$ cat config.mk
export PLATFORM = sky130hd
export DESIGN_NAME = lmrsd_cfg
export DESIGN_NICKNAME = d
export VERILOG_FILES = /design/src/hdl/lmrsd_pkg.sv /design/src/hdl/lmrsd_cfg.sv
export SDC_FILE = /design/constraint.sdc
export NUM_CORES = 1
export LEC_CHECK = 0
export BUFFER_PORTS_ARGS = -buffer_cell sky130_fd_sc_hd__buf_2
export CELL_PAD_IN_SITES_DETAIL_PLACEMENT = 1
export CELL_PAD_IN_SITES_GLOBAL_PLACEMENT = 2
export CORE_UTILIZATION = 19
export CTS_BUF_LIST = sky130_fd_sc_hd__clkbuf_16
export CTS_CLUSTER_DIAMETER = 60
export DETAILED_ROUTE_END_ITERATION = 12
export PLACE_DENSITY = 0.77
export SKIP_LAST_GASP = 1
export SYNTH_ARGS = -nofsm -noshare
export SYNTH_HDL_FRONTEND = slang
export SYNTH_SLANG_ARGS = --single-unit
$ cat constraint.sdc
create_clock -name i_clk -period 1.05 [get_ports i_clk]
set_clock_uncertainty 0.05 [all_clocks]
set_input_delay 0.1575 -clock i_clk [delete_from_list [all_inputs] [get_ports i_clk]]
set_output_delay 0.1575 -clock i_clk [all_outputs]
set_load 0.02 [all_outputs]
$ cat src/hdl/lmrsd_pkg.sv
// Shared types and constants for the LED matrix row scan driver.
// No dependencies; every other file of the block but lmrsd_if imports this package.
package lmrsd_pkg;

    localparam int LMRSD_PANEL_ROWS = 32;
    localparam int LMRSD_PANEL_COLS = 64;

    // Width of the configuration address bus and the data bus.
    localparam int LMRSD_PADDR_W = 3;
    localparam int LMRSD_PDATA_W = 32;

    // Register indexes, taken from paddr[2].
    localparam logic REG_BIT_PLANE = 1'b0;
    localparam logic REG_ON_TICKS  = 1'b1;

    // Item kinds on the pixel channel.
    localparam logic MODE_WRITE = 1'b0;
    localparam logic MODE_TICK  = 1'b1;

    // Colour channel codes.
    localparam logic [1:0] CHAN_RED   = 2'd0;
    localparam logic [1:0] CHAN_GREEN = 2'd1;
    localparam logic [1:0] CHAN_BLUE  = 2'd2;

    localparam int LANES = 6;

    // Panel pin levels, one result transfer.
    typedef struct packed {
        logic [3:0] row_addr;
        logic       red_top;
        logic       green_top;
        logic       blue_top;
        logic       red_bottom;
        logic       green_bottom;
        logic       blue_bottom;
        logic       shift_clock;
        logic       latch;
        logic       blank;
    } t_pins;

endpackage

$ cat src/hdl/lmrsd_cfg.sv
// APB-style register file holding bit_plane and on_ticks.
// Depends on lmrsd_pkg for bus widths and register indexes.
module lmrsd_cfg
    import lmrsd_pkg::*;
(
    input  logic                     i_clk,
    input  logic                     i_rst_n,
    input  logic                     psel,
    input  logic                     penable,
    input  logic                     pwrite,
    input  logic [LMRSD_PADDR_W-1:0] paddr,
    input  logic [LMRSD_PDATA_W-1:0] pwdata,
    output logic [LMRSD_PDATA_W-1:0] prdata,
    output logic                     pready,
    output logic [2:0]               o_bit_plane,
    output logic [15:0]              o_on_ticks
);

    logic [2:0]  r_bit_plane;
    logic [15:0] r_on_ticks;
    logic        wr_en;
    logic        reg_idx;

    assign pready  = 1'b1;
    assign reg_idx = paddr[2];
    assign wr_en   = psel && penable && pwrite;

    always_ff @(posedge i_clk) begin
        if (!i_rst_n) begin
            r_bit_plane <= 3'd7;
            r_on_ticks  <= 16'd10;
        end else if (wr_en) begin
            unique case (reg_idx)
                REG_BIT_PLANE: r_bit_plane <= pwdata[2:0];
                REG_ON_TICKS:  r_on_ticks  <= pwdata[15:0];
                default: ;
            endcase
        end
    end

    always_comb begin
        unique case (reg_idx)
            REG_BIT_PLANE: prdata = LMRSD_PDATA_W'(r_bit_plane);
            REG_ON_TICKS:  prdata = LMRSD_PDATA_W'(r_on_ticks);
            default:       prdata = '0;
        endcase
    end

    assign o_bit_plane = r_bit_plane;
    assign o_on_ticks  = r_on_ticks;

endmodule

==> metrics <==
status finished, violations left; failing checks setup timing; max_cap viols 0; CTS Hold Buffers Added 0; Mapped Cells between 100 and 150; LEAKAGE approximately 0.8 nW; Synth area leaders dfxtp_1 35%, mux2i_1 18%, buf_4 12%; fillcell total 655; Antenna Nets Post-Route 0; post-synthesis sequential area ratio 0.351; final period utilization 1.12; max incr delay on CP ~0.32 ns; Reg power frac 0.406; GPL Wtd Cong 0.703; Post-synth EDFFs 0; Setup WS pre-CTS -0.0304 ns; Post-Syn Area 1080 sq um; Final Hold Viols 0; unrepaired setup endpoints after global routing true; Max rail drop VDD around 0.73 mV; final WL 2690 microns; Vias 946; Pint 0.00140 W; Diodes inserted 0; first-pass GRT wire length 4370 microns; DRC Markers 0; Syn Area/Cell 8.97 sq um; Rows 27; IO Port Bufs 56; WP data arrival 0.97 ns; Critical Path, Cell by Cell mux2_4 -> buf_6; Final min period roughly 1.2 ns; Netlist cell types 15; largest net degree at the start of global routing 15; post-synth top area cell dfxtp_1; DP HPWL roughly 2000 microns; DIE WIDTH 77.6 microns; Layout Cells excl Fill 256; Worst Hold Class input pin to flop; PD cells ~1100 nW/um^2; H-tree depth 1; initial antenna violation count 0; maximum clock path buffer count 2; yosys synthesis warning count 0; nets 225; Pins Over Slew Limit 0; clk slew on worst S/H paths ~0.050 ns; TritonRoute pass-1 iters 2; Worst-Skew Late Latency between 0.2 and 0.3 ns; Via density 3.70; die height just under 80 microns; most frequent cells after synthesis 28 x nand2_1, 19 x dfxtp_1, 19 x mux2i_1; placed cell count 244; WS Path Type flop to primary output; Final setup viols 3; Final WS setup -0.126 ns; Clk network pwr share 0.412; total congestion overflow 0; Max Freq roughly 0.85 GHz; Comb pwr share 0.182; CORE AREA ~5500 sq um; register-to-register setup slack about 0.22 ns; routed length per instance roughly 10 microns; GRT Total Usage 0.0922; number of global-route vias before repair 935; Syn-to-layout area delta 60.4%; Ports 92; worst-path maximum fanout 2; net switching power between 0.0004 and 0.0005 W; Initial Utilization 0.197; FFs w/ async S/R, synth 0; initial DRC count 23; die area ~6000 sq um; Switching Fraction 0.246; Setup crit end kind primary output; Top FF cell, synth dfxtp_1; CTS buffer count 3; Setup crit start kind flop; Worst Path Required ~0.84 ns; top-count cell post-synth nand2_1; Yosys top cell area share 0.351; Crit-path slowest cell dfxtp_2; number of synthesized register bits 19; CTS tree done; Sink Count 19; share of cells above drive strength 1 0.598; clock root cell clkbuf_16
## cell families (layout without fill, tap and decap cells)
| family | Yosys count | count (layout) | share of synthesized area |
|---|---|---|---|
| buf+inv | 26 | 74 | 0.188 |
| flops | 19 | 19 | 0.351 |
| mux | 22 | 22 | 0.206 |
| other cells | 2 | 17 | 0.00692 |
| simple gates | 52 | 52 | 0.248 |
## path summary, 6_finish.rpt
kind / startpoint / endpoint / depth (start not counted)
max: o_bit_plane[2]$_SDFFE_PN1P_ / prdata[2] / 2
min: pwdata[15] / o_on_ticks[15]$_SDFFE_PN0P_ / 3
max reg2reg: o_on_ticks[4]$_SDFFE_PN0P_ / o_on_ticks[4]$_SDFFE_PN0P_ / 4
min reg2reg: o_on_ticks[8]$_SDFFE_PN0P_ / o_on_ticks[8]$_SDFFE_PN0P_ / 2
## flip-flops by register name, indices dropped and copies added, names as in the netlist
name         cells
o_bit_plane      3
o_on_ticks      16
## layout by cell type (no fill, tap or decap), drive strengths merged
cell type / instances
and2: 13
inv: 1
and4b: 1
nor2b: 9
and4: 1
mux2i: 19
conb: 17
mux2: 3
dfxtp: 19
buf: 70
clkbuf: 3
nand2: 28
## through the flow
step                power (W)  setup TNS, ns  hold WS, ns  area, sq um   util
floorplan             0.00100              0        0.250         1140      -
finish                0.00185         -0.374       0.0965         1740  0.316
detailed placement    0.00106         -0.233        0.365         1400  0.255
CTS                   0.00188         -0.393       0.0948         1670  0.304
global placement      0.00105              0        0.359         1400  0.255
global route          0.00194         -0.489        0.102         1740  0.316
## timing repair
action,CTS,global route
setup buffers,6,2
gates resized for setup,60,18
pin swaps,0,0
endpoints found under the setup margin,16,19
## critical path: cells and delay by family (launching register included)
family / cells / cell delay [ns]
flip-flops: 1 / 0.32
multiplexers: 1 / 0.27
buffers and inverters: 1 / 0.13
## area by class of cell
class	instances	area (sq um)	share of cell area
clock buffers	3	75.1	0.0431
repair buffers	70	571	0.328
well taps	72	90.1	0.0518
flip-flops and latches	19	404	0.232
clock inverters	1	3.75	0.00216
multi-input cells	91	597	0.343
## power by group through the flow
stage | clock network, W | registers [W] | logic, W
finish | 0.000763 | 0.000752 | 0.000338
global route | 0.000821 | 0.000753 | 0.000366
CTS | 0.000800 | 0.000751 | 0.000330
detailed placement | 0 | 0.000764 | 0.000291
global placement | 0 | 0.000763 | 0.000286
floorplan | 0 | 0.000782 | 0.000219
## per-layer routing
metal,vias to the layer above,part of all wire,track usage
met5,-,0,0
met4,0,0.012,0.0453
met3,2,0.063,0.0224
met2,36,0.53,0.166
met1,439,0.39,0.0998
li1,469,-,-
Note: power is estimated with default switching activity, not from simulation.
