`src/hdl/lmrsd_pkg.sv`:
```
// Shared types and constants for the LED matrix row scan driver.
// No dependencies; every other file of the block but lmrsd_if imports this package.
package lmrsd_pkg;

    localparam int LMRSD_PANEL_ROWS = 32;
    localparam int LMRSD_PANEL_COLS = 64;

    // Width of the configuration address bus and the data bus.
    localparam int LMRSD_PADDR_W = 3;
    localparam int LMRSD_PDATA_W = 32;

    // Register indexes, taken from paddr[2].
    localparam logic REG_BIT_PLANE = 1'b0;
    localparam logic REG_ON_TICKS  = 1'b1;

    // Item kinds on the pixel channel.
    localparam logic MODE_WRITE = 1'b0;
    localparam logic MODE_TICK  = 1'b1;

    // Colour channel codes.
    localparam logic [1:0] CHAN_RED   = 2'd0;
    localparam logic [1:0] CHAN_GREEN = 2'd1;
    localparam logic [1:0] CHAN_BLUE  = 2'd2;

    localparam int LANES = 6;

    // Panel pin levels, one result transfer.
    typedef struct packed {
        logic [3:0] row_addr;
        logic       red_top;
        logic       green_top;
        logic       blue_top;
        logic       red_bottom;
        logic       green_bottom;
        logic       blue_bottom;
        logic       shift_clock;
        logic       latch;
        logic       blank;
    } t_pins;

endpackage

```
`src/hdl/lmrsd_scan.sv`:
```
// Scan sequencer: waveform phase machine, column and row counters, on-time
// counter and the pin state register. Depends on lmrsd_pkg for t_pins.
module lmrsd_scan
    import lmrsd_pkg::*;
#(
    parameter int PANEL_ROWS = LMRSD_PANEL_ROWS,
    parameter int PANEL_COLS = LMRSD_PANEL_COLS,
    localparam int HALF   = PANEL_ROWS / 2,
    localparam int PAIR_W = (HALF > 1) ? $clog2(HALF) : 1,
    localparam int COL_W  = $clog2(PANEL_COLS),
    localparam int ADDR_W = PAIR_W + COL_W
) (
    input  logic                 i_clk,
    input  logic                 i_rst_n,
    input  logic                 i_step,
    input  logic [15:0]          i_on_ticks,
    input  logic [LANES-1:0]     i_bits,
    output logic [ADDR_W-1:0]    o_rd_addr,
    output t_pins                o_pins
);

    // Pin levels after reset: everything low but blank, so the panel is dark.
    localparam t_pins PINS_IDLE = '{
        row_addr:     4'd0,
        red_top:      1'b0,
        green_top:    1'b0,
        blue_top:     1'b0,
        red_bottom:   1'b0,
        green_bottom: 1'b0,
        blue_bottom:  1'b0,
        shift_clock:  1'b0,
        latch:        1'b0,
        blank:        1'b1
    };

    typedef enum logic [7:0] {
        PH_ADDR = 8'b0000_0001,
        PH_DATA = 8'b0000_0010,
        PH_CLKH = 8'b0000_0100,
        PH_CLKL = 8'b0000_1000,
        PH_LATH = 8'b0001_0000,
        PH_LATL = 8'b0010_0000,
        PH_UNBL = 8'b0100_0000,
        PH_WAIT = 8'b1000_0000
    } t_phase;

    t_phase            r_phase, n_phase;
    logic [PAIR_W-1:0] r_row, n_row;
    logic [COL_W-1:0]  r_col, n_col;
    logic [15:0]       r_wait, n_wait;
    t_pins             r_pins, n_pins;

    always_comb begin
        n_phase = r_phase;
        n_row   = r_row;
        n_col   = r_col;
        n_wait  = r_wait;
        n_pins  = r_pins;
        if (i_step) begin
            unique case (r_phase)
                PH_ADDR: begin
                    n_pins              = '0;
                    n_pins.row_addr     = 4'(r_row);
                    n_pins.blank        = 1'b1;
                    n_phase             = PH_DATA;
                end
                PH_DATA: begin
                    n_pins.red_top      = i_bits[0];
                    n_pins.green_top    = i_bits[1];
                    n_pins.blue_top     = i_bits[2];
                    n_pins.red_bottom   = i_bits[3];
                    n_pins.green_bottom = i_bits[4];
                    n_pins.blue_bottom  = i_bits[5];
                    n_pins.shift_clock  = 1'b0;
                    n_phase             = PH_CLKH;
                end
                PH_CLKH: begin
                    n_pins.shift_clock  = 1'b1;
                    n_phase             = PH_CLKL;
                end
                PH_CLKL: begin
                    n_pins.shift_clock  = 1'b0;
                    n_pins.red_top      = 1'b0;
                    n_pins.green_top    = 1'b0;
                    n_pins.blue_top     = 1'b0;
                    n_pins.red_bottom   = 1'b0;
                    n_pins.green_bottom = 1'b0;
                    n_pins.blue_bottom  = 1'b0;
                    if (r_col == '0) begin
                        n_phase = PH_LATH;
                    end else begin
                        n_col   = r_col - 1'b1;
                        n_phase = PH_DATA;
                    end
                end
                PH_LATH: begin
                    n_pins.latch = 1'b1;
                    n_pins.blank = 1'b1;
                    n_phase      = PH_LATL;
                end
                PH_LATL: begin
                    n_pins.latch = 1'b0;
                    n_phase      = PH_UNBL;
                end
                PH_UNBL: begin
                    n_pins.blank = 1'b0;
                    n_wait       = i_on_ticks;
                    n_phase      = PH_WAIT;
                end
                PH_WAIT: begin
                    if (r_wait != '0) begin
                        n_wait       = r_wait - 1'b1;
                        n_pins.blank = 1'b0;
                    end else begin
                        n_pins.blank = 1'b1;
                        n_col        = COL_W'(PANEL_COLS - 1);
                        n_row        = (r_row == PAIR_W'(HALF - 1)) ? '0 : r_row + 1'b1;
                        n_phase      = PH_ADDR;
                    end
                end
                default: n_phase = PH_ADDR;
            endcase
        end
    end

    always_ff @(posedge i_clk) begin
        if (!i_rst_n) begin
            r_phase <= PH_ADDR;
            r_row   <= '0;
            r_col   <= COL_W'(PANEL_COLS - 1);
            r_wait  <= '0;
            r_pins  <= PINS_IDLE;
        end else begin
            r_phase <= n_phase;
            r_row   <= n_row;
            r_col   <= n_col;
            r_wait  <= n_wait;
            r_pins  <= n_pins;
        end
    end

    // The store is read at the scan position the next item will see.
    assign o_rd_addr = {n_row, n_col};
    assign o_pins    = r_pins;

    clk_while_dark: assert property (@(posedge i_clk) disable iff (!i_rst_n)
        r_pins.shift_clock |-> r_pins.blank && !r_pins.latch)
        else $error("shift clock high while panel lit or latching");

    latch_phase: assert property (@(posedge i_clk) disable iff (!i_rst_n)
        r_pins.latch |-> r_phase == PH_LATL && r_pins.blank)
        else $error("latch high outside latch phase");

    wait_lit: assert property (@(posedge i_clk) disable iff (!i_rst_n)
        i_step && r_phase == PH_WAIT && r_wait != '0 |=> !r_pins.blank)
        else $error("panel blanked before on-time ran out");

endmodule

```
`config.mk`:
```
export PLATFORM = sky130hd
export DESIGN_NAME = lmrsd_scan
export DESIGN_NICKNAME = d
export VERILOG_FILES = /design/src/hdl/lmrsd_pkg.sv /design/src/hdl/lmrsd_scan.sv
export SDC_FILE = /design/constraint.sdc
export NUM_CORES = 1
export LEC_CHECK = 0
export BUFFER_PORTS_ARGS = -buffer_cell sky130_fd_sc_hd__buf_2
export CORE_MARGIN = 2
export CORE_UTILIZATION = 40
export CTS_BUF_LIST = sky130_fd_sc_hd__clkbuf_4
export CTS_CLUSTER_DIAMETER = 30
export DETAILED_ROUTE_END_ITERATION = 8
export GPL_TIMING_DRIVEN = 1
export HOLD_SLACK_MARGIN = 0.02
export PLACE_DENSITY = 0.59
export REMOVE_ABC_BUFFERS = 1
export SYNTH_ARGS = -nofsm -noshare
export SYNTH_HDL_FRONTEND = slang
export SYNTH_SLANG_ARGS = --single-unit
```
`constraint.sdc`:
```
create_clock -name i_clk -period 2.5 [get_ports i_clk]
set_clock_uncertainty 0.15 [all_clocks]
set_input_delay 0.375 -clock i_clk [delete_from_list [all_inputs] [get_ports i_clk]]
set_output_delay 0.375 -clock i_clk [all_outputs]
set_load 0.01 [all_outputs]
```
==> summary.md, run 1 <==
| Metric | Value |
|---|---|
| LEAKAGE | `between 1 and 1.5 nW` |
| # IOs | `48` |
| Layout cells sized above 1 | `0.3522` |
| Final Hold Viols | `0` |
| DR vias/cell | `between 5 and 6` |
| Core area | `around 0.0063 mm²` |
| Crit. End Element | `primary output` |
| Total wire length | `between 6 and 7 mm` |
| Finished Cell Area | `around 0.0035 mm²` |
| Die height | `between 80 and 90 µm` |
| Failing checks | `negative setup slack` |
| Total CTS buffers | `5` |
| WL/cell | `14.36 µm` |
| FFs w/ async S/R, synth | `0` |
| Register area share after synthesis | `0.3579` |
| Max-cap violations | `0` |
| CP arrival | `between 2000 and 2500 ps` |
| Clock-pin slew on the worst setup and hold paths | `roughly 140 ps` |
| Clock latency on the worst-skew pair | `between 300 and 400 ps` |
| #FFs+latches synth | `47` |
| Sinks on Clock Net | `47` |
| Worst Tran Pin Value | `roughly 520 ps` |
| Inserted Diodes | `0` |
| Delay-heaviest family, CP | `simple AND/OR/NAND/NOR gates` |
| Worst setup margin | `-128.2 ps` |
| Cell Area, Synth | `roughly 0.0026 mm²` |
| Setup WS pre-CTS | `-1.422 ps` |
| First-pass GRT wire length | `between 10 and 15 mm` |
| Vias in the first global route | `2502` |
| Initial Util | `0.4140` |
| Slowest-stage cell, CP | `dfxtp_2` |
| # DRC | `0` |
| Main combinational cell family by area after synthesis | `simple AND/OR/NAND/NOR gates` |
| CP startpoint kind | `register` |
| Tmin final | `around 2600 ps` |
| Placed Area | `0.003047 mm²` |
| Utilization after layout | `0.5476` |
| Dominant synthesized flop cell | `dfxtp_1` |
| Area Overhead vs Synth | `32.27%` |
| Synth Area in Compound Gates | `0.2584` |
| Die width | `85.07 µm` |
| Die ar. | `just over 0.007 mm²` |
| Placed insts | `about 450` |
| GR Util All Layers | `0.1922` |
| Final Cycle Share | `1.051` |
| Status | `finished, violations left` |
| DP HPWL | `roughly 4.7 mm` |
| Most frequent cells in the layout | `buf_2, buf_4, dfxtp_1, nand2_1, a21oi_1` |
| # hold bufs at CTS | `0` |
| Final Power | `1.335 mW` |
| P per Cell Area | `between 300 and 400 mW/mm²` |
| Post-synthesis mux area share | `0.02380` |
| Final Max Tran Viols | `0` |
| CP max stage delay | `between 300 and 400 ps` |
| CTS H-tree depth | `2` |
| CTS tree | `yes` |
| Worst path required time | `roughly 2000 ps` |
| Post-synthesis xor/xnor area fraction | `0.006663` |
| Routed vias | `approximately 2700` |
| Cell Chain, Critical Path | `inv_2, ha_4, nor4b_4, nand4_4, nor3_4, mux2_4, buf_6` |
| Post-synth EDFFs | `0` |
| Placer congestion estimate | `0.8607` |
| Post-Synth Simple-Gate Area | `0.2842` |
| Yosys warns | `0` |
| Commonest non-fill, non-tap cell in the layout | `buf_2` |
| Max Clk Rate | `between 300 and 400 MHz` |
| RSZ-0062 raised after global routing | `true` |
| Pin count of the biggest net entering global routing | `34` |
| Post-synthesis area per instance | `between 8 and 9 µm²` |
| Worst relative slew slack | `0.6498` |
| Std cell rows | `29` |
| Post-synth cell types | `62` |
| I/O Buffers | `47` |
| VDD IR max | `~0.27 mV` |
| Clock Tree Root | `clkbuf_4` |
| Critical path class | `reg2out` |
| DR iter-0 viols | `between 100 and 150` |
| Initial antenna violation count | `0` |
| Worst Path Buf+Inv | `2` |
| Syn Inst Count | `325` |
| HP Class | `in2reg` |
| Remaining antenna violation count | `0` |
| Nets | `~430` |
| Final non-filler cell total | `slightly below 500` |
| Crit path max fanout | `4` |
| Global route total overflow | `0` |
| Final-report setup violation count | `10` |
| CTS Buffer Depth | `2` |
| Drt pass-1 iters | `4` |
| Adder-cell share of the synthesized area | `0.01428` |
-- registers in the layout (all words and copies together), names as in the netlist --
signal / flops
r_row: 4
r_col: 6
o_pins: 13
r_phase: 8
r_wait: 16
-- kinds of logic (layout without fill, tap and decap cells) --
kind of cell | Yosys count | in the layout
simple gates | 137 | 137
buf+inv | 30 | 111
flops | 47 | 47
xor+xnor | 2 | 2
mux | 6 | 6
fa+ha+maj | 3 | 3
compound gates | 100 | 100
-- synth_stat cells, types with 3 or more instances --
master | n | area [µm²]
a22o_1 | 5 | 43.79
clkbuf_1 | 10 | 37.54
or3_1 | 3 | 18.77
nand2_1 | 40 | 150.1
o31ai_1 | 3 | 22.52
a21oi_1 | 31 | 155.2
buf_6 | 3 | 33.78
and4_1 | 3 | 26.28
nor4_1 | 3 | 18.77
nand4_1 | 3 | 18.77
o21ai_0 | 21 | 105.1
nand3_1 | 17 | 85.08
mux2i_1 | 4 | 40.04
inv_1 | 11 | 41.29
ha_1 | 3 | 37.54
a21o_1 | 10 | 75.07
and3_1 | 3 | 18.77
and2_1 | 5 | 31.28
buf_2 | 4 | 20.02
nor2_1 | 26 | 97.59
nor2b_1 | 3 | 18.77
dfxtp_1 | 47 | 940.9
nor3_1 | 11 | 55.05
-- per-layer routing --
metal  vias to the layer above  routed length [µm]  track usage
met3                         8                 280      0.03113
met1                      1252                3210       0.2559
met4                         0                  91      0.06205
li1                       1362                   -            -
met5                         -                   0            0
met2                        64                3355       0.3182
-- stage by stage --
step	setup TNS, ps	hold WS (ps)
after floorplan	-1754	286.9
after global placement	0	289.7
after detailed placement	-1.422	294.6
after CTS	-968.3	43.89
after global routing	-2409	43.39
final	-868.7	67.28
-- final cells by class --
class | instances | area (µm²)
clock buffers | 5 | 37.54
clock inverters | 3 | 38.79
repair buffers | 91 | 598.1
well taps | 77 | 96.34
fillers | 614 | 2873
flip-flops and latches | 47 | 950.9
inverters | 12 | 45.04
multi-input cells | 248 | 1710
-- repair_timing --
action / in CTS / in global routing
gates resized for setup: 41 / 10
hold endpoints to repair: 0 / 0
pin swaps: 14 / 8
gates cloned: 0 / 0
endpoints found under the setup margin: 10 / 11
setup buffers: 16 / 6
-- worst paths after layout --
path	startpoint	to	slack, ps	cells after the start
max	r_wait[0]$_SDFFE_PN0P_	o_rd_addr[7]	-130	7
min	i_bits[4]	o_pins[4]$_SDFFE_PN0P_	70	2
min reg2reg	o_pins[9]$_SDFFE_PN0P_	o_pins[9]$_SDFFE_PN0P_	310	2
max reg2reg	r_col[0]$_SDFF_PN1_	r_col[0]$_SDFF_PN1_	110	13
-- where the power goes --
group	total [mW]	switching [mW]	leakage (nW)	internal [mW]
registers	0.759	0.00550	0.381	0.754
logic	0.121	0.0707	1.01	0.0504
clock network	0.454	0.248	0.0426	0.206
Power figures use the tool's default switching activity.
==> inputs of run 2 (changes only) <==
CAP_MARGIN = 40   (was unset)
CORE_ASPECT_RATIO = 1.2   (was unset)
==> summary.md, run 2 (same netlist as run 1, synthesis figures left out) <==
| Metric | Value |
|---|---|
| LEAKAGE | `about 1.4 nW` |
| Clock power frac | `0.300` |
| Core area | `about 0.0064 mm²` |
| Worst setup margin | `-176.6 ps` |
| Commonest non-fill, non-tap cell in the layout | `buf_2` |
| Sinks on Clock Net | `47` |
| CP startpoint kind | `register` |
| Sw Ratio | `0.2753` |
| I/O Buffers | `between 40 and 50` |
| Hold Path Sink | `o_pins[3]$_SDFFE_PN0P_` |
| DP HPWL | `4.850 mm` |
| First-pass GRT wire length | `about 12 mm` |
| Final hold slack | `~53 ps` |
| # fillers | `about 630` |
| Area Overhead vs Synth | `31.94%` |
| P_sw | `between 300 and 400 µW` |
| Worst r2r path cells | `8` |
| Hold Startpoint | `i_bits[5]` |
| Std cell rows | `32` |
| CTS tree | `yes` |
| DR iter-0 viols | `about 170` |
| WL/cell | `14.81 µm` |
| HP Class | `in2reg` |
| Final Hold Viols | `0` |
| Global route total overflow | `0` |
| R2r endpoint | `r_wait[1]$_SDFFE_PN0P_` |
| Initial antenna violation count | `0` |
| Inserted Diodes | `0` |
| Routed vias | `between 2000 and 3000` |
| Worst path required time | `roughly 2000 ps` |
| Worst relative slew slack | `0.6336` |
| DR vias/cell | `roughly 5.5` |
| Layout cells sized above 1 | `0.3390` |
| Pin count of the biggest net entering global routing | `27` |
| Setup WS pre-CTS | `-36.19 ps` |
| Total CTS buffers | `5` |
| CTS H-tree depth | `2` |
| R2R Path Start | `r_phase[4]$_SDFFE_PN0P_` |
| Placer congestion estimate | `0.8476` |
| Die height | `between 90 and 100 µm` |
| Int Pwr | `just over 900 µW` |
| Comb power frac | `0.097` |
| Flop pwr share | `0.603` |
| Tmin final | `2677 ps` |
| Worst R2R Setup Slack | `~190 ps` |
| Largest Register | `r_wait` |
| Remaining antenna violation count | `0` |
| Drt pass-1 iters | `4` |
| Clock-pin slew on the worst setup and hold paths | `~150 ps` |
| Most frequent cells in the layout | `buf_2, buf_4, dfxtp_1, nand2_1, a21oi_1` |
| Nets | `437` |
| Status | `finished, violations left` |
| Final-report setup violation count | `10` |
| Final Max Tran Viols | `0` |
| Failing checks | `negative setup slack` |
| Placed Area | `around 0.003 mm²` |
| Max-cap violations | `0` |
| Crit. End Element | `primary output` |
| Max Clk Rate | `~370 MHz` |
| CP arrival | `2150 ps` |
| Crit path max fanout | `4` |
| VDD IR max | `slightly above 0.2 mV` |
| Finished Cell Area | `~0.0035 mm²` |
| RSZ-0062 raised after global routing | `true` |
| Total wire length | `around 7.3 mm` |
| Hold path cells | `2` |
| # IOs | `48` |
| Vias in the first global route | `between 2000 and 3000` |
| # DRC | `0` |
| Final TNS setup | `-1225 ps` |
| Max FFs per register | `16` |
| P per Cell Area | `363.2 mW/mm²` |
| Die ar. | `just over 0.007 mm²` |
| CTS Buffer Depth | `2` |
| Clock latency on the worst-skew pair | `approximately 380 ps` |
| Die width | `around 78 µm` |
| GR Util All Layers | `0.2082` |
| Critical path class | `reg2out` |
| Worst Tran Pin Value | `between 500 and 600 ps` |
| Final Cycle Share | `1.071` |
| Clock Tree Root | `clkbuf_4` |
| Initial Util | `0.4104` |
-- run 2: cell types whose count changed in the layout (fill, tap and decap cells not counted), moves of 2 or more --
cell and delta:
buf_4 +3, dfxtp_1 +3, dfxtp_2 -3, dlygate4sd3_1 +2, nand2_1 +2, nand2_2 -2
-- run 2: layout make-up --
| class | instances | area (µm²) | area share |
|---|---|---|---|
| Timing Repair Buffer | 95 | 620.6 | 0.1789 |
| Clock inverter | 3 | 20.02 | 0.005772 |
| Tap cell | 85 | 106.4 | 0.03066 |
| Clock buffer | 5 | 37.54 | 0.01082 |
| Sequential cell | 47 | 947.2 | 0.2731 |
| Inverter | 12 | 45.04 | 0.01299 |
| Multi-Input combinational cell | 248 | 1692 | 0.4877 |
-- run 2: worst max-delay path by stage --
stage	from	end	slack [ps]	depth (start not counted)
2_1_floorplan	r_phase[6]$_SDFFE_PN0P_	o_rd_addr[0]	-290	5
3_3_place_gp	r_wait[0]$_SDFFE_PN0P_	o_rd_addr[0]	-5	10
3_5_place_dp	r_wait[0]$_SDFFE_PN0P_	o_rd_addr[7]	-40	8
4_1_cts	r_phase[4]$_SDFFE_PN0P_	o_rd_addr[7]	-150	5
5_1_grt	r_phase[4]$_SDFFE_PN0P_	o_rd_addr[4]	-310	7
6_report	r_phase[4]$_SDFFE_PN0P_	o_rd_addr[4]	-180	7
-- run 2: critical path, cell delays in order (launching register included) --
cell and delay [ps]:
dfxtp_2 370, nor4_4 360, buf_4 200, nand4_1 190
nor2_1 170, mux2i_1 250, nand2_1 100, buf_2 150
-- run 2: timing repair --
item	4_1_cts	5_1_grt
endpoints found under the setup margin	10	10
pin swaps	13	2
hold buffers	0	2
setup buffers	18	1
cloned	0	0
endpoints found under the hold margin	0	2
resized for setup	39	5
-- run 2: power groups by stage --
stage / clock [mW] / combinational, mW / sequential [mW]
after detailed placement: 0 / 0.110 / 0.775
after global placement: 0 / 0.110 / 0.775
after floorplan: 0 / 0.0519 / 0.777
final: 0.378 / 0.122 / 0.760
after global routing: 0.421 / 0.133 / 0.761
after CTS: 0.395 / 0.117 / 0.760
-- run 2: per-stage QoR --
stage	std cells	utilization	power, mW
2_1_floorplan	307	-	0.8286
3_3_place_gp	466	0.4799	0.8853
3_5_place_dp	466	0.4799	0.8852
4_1_cts	492	0.5350	1.273
5_1_grt	495	0.5414	1.315
6_report	495	0.5414	1.260
-- run 2: metal layers --
metal,routed length (µm),track usage
met1,3159,0.2390
met2,3790,0.3786
met4,133,0.08626
met5,0,0
met3,246,0.03509
